===== src/hdl/mke_pkg.sv =====
// Shared types, constants, Morse table and microprogram for the Morse keyer encoder.
// No dependencies; imported by every other file of the block.
package mke_pkg;

	localparam int unsigned DUR_W = 16;
	localparam int unsigned CHAR_W = 8;
	localparam int unsigned CFG_IDX_W = 3;
	localparam int unsigned PC_W = 4;
	localparam int unsigned CNT_W = 3;
	localparam int unsigned PAT_W = 5;

	// configuration register indexes
	localparam logic [CFG_IDX_W-1:0] CFG_DOT = 3'd0;
	localparam logic [CFG_IDX_W-1:0] CFG_DASH = 3'd1;
	localparam logic [CFG_IDX_W-1:0] CFG_EGAP = 3'd2;
	localparam logic [CFG_IDX_W-1:0] CFG_LGAP = 3'd3;
	localparam logic [CFG_IDX_W-1:0] CFG_WGAP = 3'd4;
	localparam logic [CFG_IDX_W-1:0] CFG_EXTRA = 3'd5;

	localparam logic [DUR_W-1:0] RST_DOT = 16'd200;
	localparam logic [DUR_W-1:0] RST_DASH = 16'd600;
	localparam logic [DUR_W-1:0] RST_EGAP = 16'd200;
	localparam logic [DUR_W-1:0] RST_LGAP = 16'd400;
	localparam logic [DUR_W-1:0] RST_WGAP = 16'd800;
	localparam logic [DUR_W-1:0] RST_EXTRA = 16'd200;

	localparam logic [CHAR_W-1:0] CH_SPACE = 8'h20;
	localparam logic [CHAR_W-1:0] CH_LC_A = 8'h61;
	localparam logic [CHAR_W-1:0] CH_LC_Z = 8'h7A;
	localparam logic [CHAR_W-1:0] CH_UC_A = 8'h41;
	localparam logic [CHAR_W-1:0] CH_UC_Z = 8'h5A;
	localparam logic [CHAR_W-1:0] CH_D0 = 8'h30;
	localparam logic [CHAR_W-1:0] CH_D9 = 8'h39;
	localparam logic [CHAR_W-1:0] CASE_FOLD = 8'hDF;
	localparam logic [CNT_W-1:0] MAX_ELEMS = 3'd5;

	// code: [7:5] element count, [4:0] pattern, first element in bit 4, 1 = dash
	localparam logic [7:0] ALPHA_CODE [0:25] = '{
		8'h48, 8'h90, 8'h94, 8'h70, 8'h20, 8'h84, 8'h78, 8'h80, 8'h40, 8'h8E,
		8'h74, 8'h88, 8'h58, 8'h50, 8'h7C, 8'h8C, 8'h9A, 8'h68, 8'h60, 8'h30,
		8'h64, 8'h82, 8'h6C, 8'h92, 8'h96, 8'h98
	};
	localparam logic [7:0] DIGIT_CODE [0:9] = '{
		8'hBF, 8'hAF, 8'hA7, 8'hA3, 8'hA1, 8'hA0, 8'hB0, 8'hB8, 8'hBC, 8'hBE
	};

	// microprogram step addresses
	localparam logic [PC_W-1:0] PC_FETCH = 4'd0;
	localparam logic [PC_W-1:0] PC_IS_SPACE = 4'd1;
	localparam logic [PC_W-1:0] PC_HAS_CODE = 4'd2;
	localparam logic [PC_W-1:0] PC_ELEM_ON = 4'd3;
	localparam logic [PC_W-1:0] PC_ELEM_GAP = 4'd4;
	localparam logic [PC_W-1:0] PC_PEND = 4'd5;
	localparam logic [PC_W-1:0] PC_EXTRA = 4'd6;
	localparam logic [PC_W-1:0] PC_LETTER = 4'd7;
	localparam logic [PC_W-1:0] PC_WORD = 4'd8;

	typedef enum logic [2:0] {
		COND_NEVER,
		COND_ALWAYS,
		COND_NO_XFER,
		COND_SPACE,
		COND_NO_CODE,
		COND_MORE,
		COND_NO_PEND
	} cond_t;

	typedef enum logic [2:0] {
		DUR_ELEM,
		DUR_EGAP,
		DUR_EXTRA,
		DUR_LGAP,
		DUR_WORD
	} dur_sel_t;

	typedef struct packed {
		logic load;
		logic emit;
		logic key;
		logic last;
		dur_sel_t dur;
		logic shift;
		logic dec;
		logic set_pend;
		logic clr_pend;
		cond_t cond;
		logic [PC_W-1:0] target;
	} ucode_t;

	typedef struct packed {
		logic xfer_none;
		logic is_space;
		logic no_code;
		logic more;
		logic no_pend;
		logic stall;
	} stat_t;

	typedef struct packed {
		logic [DUR_W-1:0] dot;
		logic [DUR_W-1:0] dash;
		logic [DUR_W-1:0] egap;
		logic [DUR_W-1:0] lgap;
		logic [DUR_W-1:0] wgap;
		logic [DUR_W-1:0] extra;
	} cfg_t;

	typedef struct packed {
		logic have;
		logic space;
		logic [CNT_W-1:0] cnt;
		logic [PAT_W-1:0] pat;
	} lookup_t;

	function automatic lookup_t mke_lookup(input logic [CHAR_W-1:0] ch);
		logic [CHAR_W-1:0] up;
		logic [CHAR_W-1:0] diff;
		logic [7:0] code;
		lookup_t r;
		up = ch;
		code = '0;
		r = '0;
		r.space = (ch == CH_SPACE);
		if (ch >= CH_LC_A && ch <= CH_LC_Z)
			up = ch & CASE_FOLD;
		if (up >= CH_UC_A && up <= CH_UC_Z) begin
			diff = up - CH_UC_A;
			code = ALPHA_CODE[diff[4:0]];
			r.have = 1'b1;
		end else if (up >= CH_D0 && up <= CH_D9) begin
			diff = up - CH_D0;
			code = DIGIT_CODE[diff[3:0]];
			r.have = 1'b1;
		end
		r.cnt = (code[7:5] > MAX_ELEMS) ? MAX_ELEMS : code[7:5];
		r.pat = code[4:0];
		return r;
	endfunction

	function automatic ucode_t mke_rom(input logic [PC_W-1:0] pc);
		ucode_t u;
		u = '{load: 1'b0, emit: 1'b0, key: 1'b0, last: 1'b0, dur: DUR_EGAP,
			shift: 1'b0, dec: 1'b0, set_pend: 1'b0, clr_pend: 1'b0,
			cond: COND_NEVER, target: PC_FETCH};
		unique case (pc)
			PC_FETCH: begin
				u.load = 1'b1;
				u.cond = COND_NO_XFER;
				u.target = PC_FETCH;
			end
			PC_IS_SPACE: begin
				u.cond = COND_SPACE;
				u.target = PC_WORD;
			end
			PC_HAS_CODE: begin
				u.cond = COND_NO_CODE;
				u.target = PC_LETTER;
			end
			PC_ELEM_ON: begin
				u.emit = 1'b1;
				u.key = 1'b1;
				u.dur = DUR_ELEM;
				u.shift = 1'b1;
			end
			PC_ELEM_GAP: begin
				u.emit = 1'b1;
				u.dur = DUR_EGAP;
				u.dec = 1'b1;
				u.cond = COND_MORE;
				u.target = PC_ELEM_ON;
			end
			PC_PEND: begin
				u.cond = COND_NO_PEND;
				u.target = PC_LETTER;
			end
			PC_EXTRA: begin
				u.emit = 1'b1;
				u.dur = DUR_EXTRA;
				u.clr_pend = 1'b1;
			end
			PC_LETTER: begin
				u.emit = 1'b1;
				u.last = 1'b1;
				u.dur = DUR_LGAP;
				u.cond = COND_ALWAYS;
				u.target = PC_FETCH;
			end
			PC_WORD: begin
				u.emit = 1'b1;
				u.dur = DUR_WORD;
				u.set_pend = 1'b1;
				u.cond = COND_ALWAYS;
				u.target = PC_LETTER;
			end
			default: begin
				u.cond = COND_ALWAYS;
				u.target = PC_FETCH;
			end
		endcase
		return u;
	endfunction

endpackage


===== src/hdl/mke_cfg.sv =====
// Configuration register file for the Morse keyer encoder: six duration registers.
// Depends on mke_pkg.
module mke_cfg (
	input  logic                          clk,
	input  logic                          arst_n,
	input  logic                          cfg_valid,
	output logic                          cfg_ready,
	input  logic [mke_pkg::CFG_IDX_W-1:0] cfg_index,
	input  logic [mke_pkg::DUR_W-1:0]     cfg_data,
	output mke_pkg::cfg_t                 cfg
);
	import mke_pkg::*;

	cfg_t cfg_q;

	assign cfg_ready = 1'b1;
	assign cfg = cfg_q;

	// indexes past the last register are accepted and dropped
	always_ff @(posedge clk or negedge arst_n) begin
		if (!arst_n) begin
			cfg_q <= '{dot: RST_DOT, dash: RST_DASH, egap: RST_EGAP,
				lgap: RST_LGAP, wgap: RST_WGAP, extra: RST_EXTRA};
		end else if (cfg_valid) begin
			unique case (cfg_index)
				CFG_DOT:   cfg_q.dot <= cfg_data;
				CFG_DASH:  cfg_q.dash <= cfg_data;
				CFG_EGAP:  cfg_q.egap <= cfg_data;
				CFG_LGAP:  cfg_q.lgap <= cfg_data;
				CFG_WGAP:  cfg_q.wgap <= cfg_data;
				CFG_EXTRA: cfg_q.extra <= cfg_data;
				default: ;
			endcase
		end
	end

endmodule


===== src/hdl/mke_seq.sv =====
// Microprogram sequencer: step counter, control ROM and conditional jump logic.
// Depends on mke_pkg.
module mke_seq (
	input  logic            clk,
	input  logic            arst_n,
	input  mke_pkg::stat_t  stat,
	output mke_pkg::ucode_t ctrl
);
	import mke_pkg::*;

	logic [PC_W-1:0] pc_q;
	logic            jump;

	assign ctrl = mke_rom(pc_q);

	always_comb begin
		unique case (ctrl.cond)
			COND_NEVER:   jump = 1'b0;
			COND_ALWAYS:  jump = 1'b1;
			COND_NO_XFER: jump = stat.xfer_none;
			COND_SPACE:   jump = stat.is_space;
			COND_NO_CODE: jump = stat.no_code;
			COND_MORE:    jump = stat.more;
			COND_NO_PEND: jump = stat.no_pend;
			default:      jump = 1'b1;
		endcase
	end

	// a step that emits holds while the output register is still occupied
	always_ff @(posedge clk or negedge arst_n) begin
		if (!arst_n) begin
			pc_q <= PC_FETCH;
		end else if (!stat.stall) begin
			pc_q <= jump ? ctrl.target : pc_q + 1'b1;
		end
	end

endmodule


===== src/hdl/mke_dpath.sv =====
// Datapath: character decode, element pattern and count, word flag, output register.
// Depends on mke_pkg; driven by the control word from mke_seq.
module mke_dpath (
	input  logic                       clk,
	input  logic                       arst_n,
	input  mke_pkg::ucode_t            ctrl,
	input  mke_pkg::cfg_t              cfg,
	input  logic                       in_valid,
	input  logic [mke_pkg::CHAR_W-1:0] char_code,
	output mke_pkg::stat_t             stat,
	output logic                       out_valid,
	input  logic                       out_ready,
	output logic                       key_on,
	output logic [mke_pkg::DUR_W-1:0]  seg_duration,
	output logic                       last_segment
);
	import mke_pkg::*;

	lookup_t         lk;
	logic            have_q;
	logic            space_q;
	logic [CNT_W-1:0] cnt_q;
	logic [PAT_W-1:0] pat_q;
	logic            pend_q;
	logic            out_valid_q;
	logic            key_q;
	logic            last_q;
	logic [DUR_W-1:0] dur_q;
	logic [DUR_W-1:0] dur_mux;
	logic            stall;
	logic            advance;

	assign lk = mke_lookup(char_code);
	assign stall = ctrl.emit && out_valid_q && !out_ready;
	assign advance = !stall;

	always_comb begin
		stat.xfer_none = !in_valid;
		stat.is_space = space_q;
		stat.no_code = !have_q;
		stat.more = (cnt_q != CNT_W'(1));
		stat.no_pend = !pend_q;
		stat.stall = stall;
	end

	always_comb begin
		unique case (ctrl.dur)
			DUR_ELEM:  dur_mux = pat_q[PAT_W-1] ? cfg.dash : cfg.dot;
			DUR_EGAP:  dur_mux = cfg.egap;
			DUR_EXTRA: dur_mux = cfg.extra;
			DUR_LGAP:  dur_mux = cfg.lgap;
			DUR_WORD:  dur_mux = cfg.wgap;
			default:   dur_mux = cfg.lgap;
		endcase
	end

	always_ff @(posedge clk) begin
		if (ctrl.load && in_valid) begin
			have_q <= lk.have;
			space_q <= lk.space;
			cnt_q <= lk.cnt;
			pat_q <= lk.pat;
		end else if (advance) begin
			if (ctrl.shift)
				pat_q <= {pat_q[PAT_W-2:0], 1'b0};
			if (ctrl.dec)
				cnt_q <= cnt_q - 1'b1;
		end
	end

	always_ff @(posedge clk or negedge arst_n) begin
		if (!arst_n) begin
			pend_q <= 1'b0;
		end else if (advance) begin
			if (ctrl.set_pend)
				pend_q <= 1'b1;
			else if (ctrl.clr_pend)
				pend_q <= 1'b0;
		end
	end

	always_ff @(posedge clk or negedge arst_n) begin
		if (!arst_n) begin
			out_valid_q <= 1'b0;
		end else if (ctrl.emit && advance) begin
			out_valid_q <= 1'b1;
		end else if (out_ready) begin
			out_valid_q <= 1'b0;
		end
	end

	always_ff @(posedge clk) begin
		if (ctrl.emit && advance) begin
			key_q <= ctrl.key;
			last_q <= ctrl.last;
			dur_q <= dur_mux;
		end
	end

	assign out_valid = out_valid_q;
	assign key_on = key_q;
	assign seg_duration = dur_q;
	assign last_segment = last_q;

	a_no_overwrite: assert property (@(posedge clk) disable iff (!arst_n)
		(out_valid_q && !out_ready) |=> (out_valid_q && $stable(dur_q) && $stable(key_q)))
		else $error("pending segment overwritten");

	a_pend_set: assert property (@(posedge clk) disable iff (!arst_n)
		(ctrl.set_pend && advance) |=> pend_q)
		else $error("word flag not set after word gap");

	a_elem_count: assert property (@(posedge clk) disable iff (!arst_n)
		(ctrl.emit && ctrl.dur == DUR_ELEM) |-> (have_q && cnt_q != '0))
		else $error("element emitted with no element left");

	a_key_only_elem: assert property (@(posedge clk) disable iff (!arst_n)
		(out_valid_q && key_q) |-> !last_q)
		else $error("key-on segment marked last");

endmodule


===== src/hdl/morse_keyer_encoder.sv =====
// Morse keyer encoder: takes one ASCII character per transfer and sends its keying
// segments (level, duration, last flag) one per transfer on the output channel.
//
// Channels: in_valid/in_ready with char_code; out_valid/out_ready with key_on,
// seg_duration and last_segment; cfg_valid/cfg_ready with cfg_index and cfg_data
// writing one of six 16-bit duration registers (dot, dash, element gap, letter gap,
// word gap, first-letter extra). cfg_ready is always high; unknown indexes are dropped.
// Configuration must be written only while no character is in flight; not enforced.
//
// A microprogram of nine steps handles each character: one fetch step, up to two
// dispatch steps, then one step per emitted segment, plus one check step for the word
// flag on letters and digits. A new character is accepted only at the fetch step,
// after the letter gap of the previous character has been issued. Each segment step
// issues one segment into a single output register.
//
// Reset (arst_n low) returns the durations to their defaults, clears the word flag,
// empties the output register and restarts the program at the fetch step. When the
// receiver holds out_ready low with the output register full, the step that wants to
// issue a segment waits and the whole sequencer holds; no segment is lost or repeated.
module morse_keyer_encoder (
	input  logic                          clk,
	input  logic                          arst_n,
	input  logic                          in_valid,
	output logic                          in_ready,
	input  logic [mke_pkg::CHAR_W-1:0]    char_code,
	output logic                          out_valid,
	input  logic                          out_ready,
	output logic                          key_on,
	output logic [mke_pkg::DUR_W-1:0]     seg_duration,
	output logic                          last_segment,
	input  logic                          cfg_valid,
	output logic                          cfg_ready,
	input  logic [mke_pkg::CFG_IDX_W-1:0] cfg_index,
	input  logic [mke_pkg::DUR_W-1:0]     cfg_data
);
	import mke_pkg::*;

	cfg_t   cfg;
	ucode_t ctrl;
	stat_t  stat;

	assign in_ready = ctrl.load;

	mke_cfg u_cfg (
		.clk       (clk),
		.arst_n    (arst_n),
		.cfg_valid (cfg_valid),
		.cfg_ready (cfg_ready),
		.cfg_index (cfg_index),
		.cfg_data  (cfg_data),
		.cfg       (cfg)
	);

	mke_seq u_seq (
		.clk    (clk),
		.arst_n (arst_n),
		.stat   (stat),
		.ctrl   (ctrl)
	);

	mke_dpath u_dpath (
		.clk          (clk),
		.arst_n       (arst_n),
		.ctrl         (ctrl),
		.cfg          (cfg),
		.in_valid     (in_valid),
		.char_code    (char_code),
		.stat         (stat),
		.out_valid    (out_valid),
		.out_ready    (out_ready),
		.key_on       (key_on),
		.seg_duration (seg_duration),
		.last_segment (last_segment)
	);

endmodule

===== config.mk =====
export PLATFORM = sky130hd
export DESIGN_NAME = morse_keyer_encoder
export DESIGN_NICKNAME = d
export VERILOG_FILES = /design/src/hdl/mke_pkg.sv /design/src/hdl/mke_cfg.sv /design/src/hdl/mke_seq.sv /design/src/hdl/mke_dpath.sv /design/src/hdl/morse_keyer_encoder.sv
export SDC_FILE = /design/constraint.sdc
export NUM_CORES = 1
export LEC_CHECK = 0
export ABC_AREA = 0
export ABC_CLOCK_PERIOD_IN_PS = 2700
export BUFFER_PORTS_ARGS = -buffer_cell sky130_fd_sc_hd__buf_2
export CAP_MARGIN = 10
export CELL_PAD_IN_SITES_DETAIL_PLACEMENT = 0
export CELL_PAD_IN_SITES_GLOBAL_PLACEMENT = 1
export CORE_MARGIN = 2
export CORE_UTILIZATION = 50
export CTS_BUF_LIST = sky130_fd_sc_hd__clkbuf_4
export CTS_CLUSTER_DIAMETER = 150
export CTS_CLUSTER_SIZE = 12
export DETAILED_ROUTE_END_ITERATION = 8
export PLACE_DENSITY = 0.8
export SYNTH_ARGS = -nofsm -noshare
export SYNTH_HDL_FRONTEND = slang
export SYNTH_SLANG_ARGS = --single-unit

===== constraint.sdc =====
create_clock -name clk -period 2.7 [get_ports clk]
set_clock_uncertainty 0.1 [all_clocks]
set_input_delay 0.135 -clock clk [delete_from_list [all_inputs] [get_ports clk]]
set_output_delay 0.135 -clock clk [all_outputs]
set_load 0.05 [all_outputs]

Yosys cells after proc, flatten, opt, wreduce, memory -nomap -nowiden
Memory sizes are Yosys's and may differ from the RTL's.
Cells that the tools add are included.

word-level totals
  register bits after elaboration = 130
  ROM bits = 384
  bits of input ports = 32
  output and inout port bits = 21
  word-level logic and storage cells = 121
  memories kept = 2

memories
  memory           depth  width  read ports  clocked after memory_dff  write ports  RTL line        text
  (no name shown)  32     8      1           0                         0            mke_pkg.sv:128  code = ALPHA_CODE[diff[4:0]];
  (no name shown)  16     8      1           0                         0            mke_pkg.sv:132  code = DIGIT_CODE[diff[3:0]];

operators by class
  add/sub/neg operators = 4
  $lt $le $gt $ge = 9
  equal/unequal tests = 24
  mux-type cells = 32
  bitwise logic cells = 3
  reductions and logical operators = 31

operators by type and width
  kind                number
  $pmux 16 s4         1
  $pmux 7 s7          1
  $mux 8              6
  $eq 3x3->1 const B  6
  $reduce_and 2->1    9
  $eq 4x3->1 const B  4
  $ge 8x7->1 const B  2
  $le 8x7->1 const B  2
  $mux 16             1
  $eq 3x2->1 const B  5
  $mux 5              3
  $mux 1              12
  $mux 3              4
  $pmux 3 s4          1
  $logic_not 3->1     3
  $eq 4x2->1 const B  2
  $eq 8x6->1 const B  1
  $ge 8x6->1 const B  1
  $le 8x6->1 const B  1
  $reduce_bool 2->1   4
  $logic_and 1x1->1   7
  $eq 3x1->1 const B  2
  $ge 6x6->1 const B  1
  $mux 6              1
  19 further kinds    23

Longest topological paths before layout
  depth after elaboration = 13
  depth in mapped cells = 12
  gate-level depth less buffers = 10

Modules after synthesis
A second synthesis with hierarchy kept.

second synthesis, totals
  cells, all modules = 626
  area, all modules = 7169.4 um^2

modules (own cells, without submodules)
  module     instances  cells an instance  area each (um^2)  seq. area each (um^2)
  mke_cfg    1          210                3713.6            2426.1
  mke_dpath  1          326                2762.6            890.9
  mke_seq    1          90                 693.2             100.1

Least setup slack after synthesis
OpenSTA, ideal clock, no wires.

  kind = input port to flip-flop
  start point = input port char_code[0] (netlist name)
  end point = register u_dpath.pat_q[3] (data pin)
  setup time = 0.263 ns
  arrival time = 2.143 ns
  data required time = 2.337 ns
  path slack = 0.194 ns
  cell stages on the path = 10
  buffers on the path = 3
  cells stage by stage = buf_4 -> inv_1 -> ha_1 -> inv_1 -> ha_1 -> buf_2 -> buf_2 -> mux4_1 -> o21ai_0 -> o21ai_0

on the way
  longest elaborated chain between the ends = 9
  elaborated cells on any way between the ends = 23
  classes of those cells = add/sub: 2; order compare: 6; mux: 8; bitwise: 2; reduce/logical: 3; memory: 2

RTL lines
  what                                        RTL line                   text
  start: declaration                          morse_keyer_encoder.sv:25  input logic [mke_pkg::CHAR_W-1:0] char_code,
  $mux 6 (*)                                  mke_pkg.sv:124             if (ch >= CH_LC_A && ch <= CH_LC_Z)
  $sub 4x1->4                                 mke_pkg.sv:131             diff = up - CH_D0;
  $not 4->5 (implied by the code)             mke_pkg.sv:132
  $mem_v2 16x8                                n/a
  $mux 8 (implied by the code) (2 in series)  mke_pkg.sv:132
  $mux 8                                      mke_pkg.sv:130             end else if (up >= CH_D0 && up <= CH_D9) begin
  $mux 8 (*)                                  mke_pkg.sv:126             if (up >= CH_UC_A && up <= CH_UC_Z) begin
  $mux 5 (*)                                  mke_dpath.sv:58            if (ctrl.load && in_valid) begin
  end signal: assignment                      mke_dpath.sv:62            pat_q <= lk.pat;
  end signal: assignment                      mke_dpath.sv:65            pat_q <= {pat_q[PAT_W-2:0], 1'b0};
  end: declaration                            mke_dpath.sv:23            logic [PAT_W-1:0] pat_q;

Mark *: on every way between the ends. The rest lies on a longest branch, timed or not. The select of a mux whose other input is x is not followed.
A chain may end at the register's enable or synchronous reset.

Worst setup path after layout
  start point = register u_seq.pc_q[0]
  end point = register u_dpath.pat_q[1] (enable)

on the way
  longest elaborated chain between the ends = 7
  elaborated cells on any way between the ends = 16
  classes of those cells = eq/ne: 6; mux: 3; reduce/logical: 7

RTL lines
  what                                RTL line         text
  start: declaration                  mke_seq.sv:11    logic [PC_W-1:0] pc_q;
  start signal: assignment            mke_seq.sv:34    pc_q <= jump ? ctrl.target : pc_q + 1'b1;
  $eq 4x3->1 (tied with other cells)  mke_pkg.sv:145   unique case (pc)
  $reduce_or 5->1 (no line)           n/a
  $mux 1                              mke_pkg.sv:145
  $logic_and 1x1->1 (2 in series)     mke_dpath.sv:34  assign stall = ctrl.emit && out_valid_q && !out_ready;
  $ne 2x2->1 (no line)                n/a
  $reduce_and 2->1 (no line) (*)      n/a

Mark *: on every way between the ends. The rest lies on a longest branch, timed or not.

==> flow_summary.json <==
{
  "syn_avg_cell_area_um2": 11.79,
  "reg2reg_depth": 7,
  "synth_area_leader_cell": "dfrtp_1",
  "grt.busiest_layer": "met2",
  "p_int_mw": 4.393,
  "netlist_top_cells_count": "mux2_2 (96), dfrtp_1 (83), nand2_1 (39), nor2_1 (38), a21oi_1 (31)",
  "cts-resized-gates": 0,
  "grt_pass1_vias": 4944,
  "grt_pass1_wl_um": 25070,
  "ys_types": 67,
  "num_rows": 42,
  "antenna_found_initial": 0,
  "grt_max_degree": 53,
  "slowest_delay_ps": 510,
  "rsz0062_at_grt": "false",
  "postRouteAntennaNets": 0,
  "critPathKind": "register to register",
  "fin_cells": 840,
  "routabilityCongestion": 0.8318,
  "cts_buffer_depth": 2,
  "startpoint": "u_seq.pc_q[0]",
  "insertion_delay_ps": 520,
  "drive_gt1_share_pct": 36.60,
  "netlist_area_um2": 6710,
  "maxSlewViolCount": 0,
  "nFillCells": 1104,
  "setup_viol": 0,
  "ctsHtreeMaxLevel": 4,
  "clk_pin_slew_ps": 100,
  "synth_ff_type": "dfrtp_1",
  "cap_violations": 0,
  "dp.cells": 786,
  "p_sw_mw": 2.721,
  "wire_per_inst_um": 17.65,
  "tns_ps": 0,
  "cp_slowest_cell": "nor2_1",
  "fin_crit_sh_pct": 89.18,
  "worstHoldStart": "char_code[7]",
  "min_path_type": "input pin to register",
  "p_seq_share_pct": 42.6,
  "comb_power_share_pct": 39.6,
  "path_buf_inv": 2,
  "die_h_um": 119.8,
  "period_minus_slack_ps": 2408,
  "cp_top_family": "simple AND/OR/NAND/NOR gates",
  "cp_cell_sequence": "inv_1 > ha_1 > nand2b_1 > o2bb2ai_1 > nor2_1 > o21ai_0 > buf_4",
  "ir_drop_mv": 0.3239,
  "yosysTopAreaCellShare_pct": 30.95,
  "critPathMaxFanout": 9,
  "worst_r2r_endpoint": "u_dpath.pat_q[1]",
  "cts_tree": "yes",
  "r2r_slack_ps": 290,
  "grtUsageMet1_pct": 29.13,
  "io_pins": 53,
  "synthTopCellsByArea": "dfrtp_1 (31%), mux2_2 (16%), edfxtp_1 (13%)",
  "synth_warnings": 0,
  "start_util_pct": 50.87,
  "final_core_util_pct": 58.47,
  "area_growth_syn_to_layout_pct": 14.94,
  "firstDrtPassIters": 5,
  "n_antenna_cell": 0,
  "reg2reg_from": "u_seq.pc_q[0]",
  "relSlewSlack_pct": 54.32,
  "vias_per_cell": 5.736,
  "crit_required_ps": 2880,
  "numPortBuffers": 51,
  "num_vias": 4818,
  "ctsRootBufferMaster": "clkbuf_4",
  "status": "completed",
  "finalHoldViolations": 0,
  "yosysMostFrequentCell": "mux2_2",
  "ys_async_sr_fraction_pct": 78.46,
  "grt-ovfl-total": 0,
  "fmax_mhz": 415.3,
  "start_kind": "register",
  "critPathCaptureType": "register",
  "regArea_um2": 3417,
  "dieArea_um2": 14360,
  "use_met3_pct": 4.183,
  "min_path_cells": 3,
  "syn_inst": 569,
  "cp_data_arrival_time_ps": 2590,
  "drtIter0Drc": 404,
  "ys_ff_latch": 130,
  "core_um2": 13190,
  "nNetsFinal": 697,
  "worstMarginPinSlew_ps": 685.3,
  "cts_buffers": 17,
  "die_w_um": 119.8,
  "power_density_nw_per_um2": 922.4,
  "hpwl_um": 9474,
  "drt-total-wl_um": 14820,
  "clkSinkCount": 130,
  "gr-usage-met2_pct": 37.32,
  "p_leak_nw": 3.231,
  "synth_edf_count": 28,
  "grt_usage_pct": 22.34,
  "min_to": "u_dpath.have_q",
  "drc_errors": 0,
  "syn_nets": 615,
  "pwr-share-clk_pct": 17.9,
  "swShare_pct": 38.25,
  "ys_seq_area_share_pct": 50.92,
  "multi_input_area_um2": 3052
}
==> layer usage <==
metal,routed length [um],share of wire [%]
met5,0,0
met4,211,1.4
met3,706,4.8
met2,7398,50
met1,6505,44
==> power by group through the flow <==
stage / Combinational [mW] / Sequential (mW) / Clock, mW
after floorplan: 1.59 / 3.50 / 0
after global placement: 2.74 / 3.03 / 0
after detailed placement: 2.79 / 3.07 / 0
after CTS: 2.83 / 3.03 / 1.31
after global routing: 3.08 / 3.10 / 1.40
final: 2.82 / 3.03 / 1.27
==> cells in the final DEF, fill, tap and decap left out, types with 3 or more instances in the layout <==
cell type / count
mux2_2: 96
dfrtp_1: 83
buf_2: 50
nand2_1: 39
nor2_1: 37
a21oi_1: 31
o21ai_0: 30
edfxtp_1: 28
buf_4: 25
mux2i_1: 22
dlygate4sd3_1: 22
clkbuf_4: 21
dfstp_2: 19
a221oi_1: 16
ha_1: 14
inv_1: 12
nor3_1: 8
nand3_1: 6
nor2b_1: 6
o22ai_1: 5
nand2b_1: 5
o211ai_1: 4
a22oi_1: 4
nor3_2: 4
clkinv_2: 4
nor3b_1: 3
nor3b_2: 3
xnor2_1: 3
o31ai_1: 3
==> registers in the layout, summed over array words and instances (netlist names) <==
register	count
u_cfg.cfg	96
u_dpath.seg_duration	16
u_dpath.pat_q	5
u_seq.pc_q	4
u_dpath.cnt_q	3
u_dpath.have_q	1
u_dpath.key_on	1
u_dpath.last_segment	1
u_dpath.out_valid	1
u_dpath.pend_q	1
u_dpath.space_q	1
==> kinds of logic after synthesis <==
family | after synthesis | share of synthesized area [%]
compound gates | 119 | 11.92
mux | 119 | 19.78
xor+xnor | 5 | 0.8764
fa+ha+maj | 14 | 2.611
simple gates | 131 | 10.20
buf+inv | 50 | 3.636
other cells | 1 | 0.05589
flops | 130 | 50.92
==> worst reg2reg max path, stage by stage (launching register included) <==
cell and delay [ps]:
dfrtp_1 430, inv_1 120, ha_1 330, nand2b_1 150, o2bb2ai_1 200, nor2_1 510, o21ai_0 150, buf_4 180
==> how the worst max path moves through the flow <==
stage	cells after the start	end
floorplan	10	u_dpath.pat_q[3]
global placement	11	u_dpath.cnt_q[1]
detailed placement	11	u_dpath.cnt_q[1]
CTS	7	u_dpath.pat_q[4]
global route	7	u_dpath.pat_q[1]
finish	7	u_dpath.pat_q[1]
==> layout make-up <==
type                            count  share of cell area, %
Sequential cell                   130                  44.31
Multi-Input combinational cell    389                  39.57
Timing Repair Buffer               99                  9.053
Tap cell                          176                  2.855
Clock buffer                       21                  2.044
Clock inverter                     11                  1.493
Inverter                           14                 0.6814
==> timing repair <==
action                                  CTS  global route
setup buffers                             0             0
endpoints found under the setup margin    0             0
endpoints found under the hold margin   150             0
hold buffers                             22             0
==> through the flow <==
stage | power [mW] | hold WS (ps) | instance area (um2) | worst slack [ps]
3_3_place_gp | 5.776 | 106.2 | 7219 | 256.3
3_5_place_dp | 5.863 | 112.5 | 7219 | 174.3
5_1_grt | 7.578 | 69.18 | 7712 | 50.61
2_1_floorplan | 5.089 | -260.6 | 6710 | 194.2
4_1_cts | 7.168 | 24.85 | 7712 | 249.2
6_report | 7.114 | 63.97 | 7712 | 292.1
No activity file was read; power rests on OpenSTA's default activity.
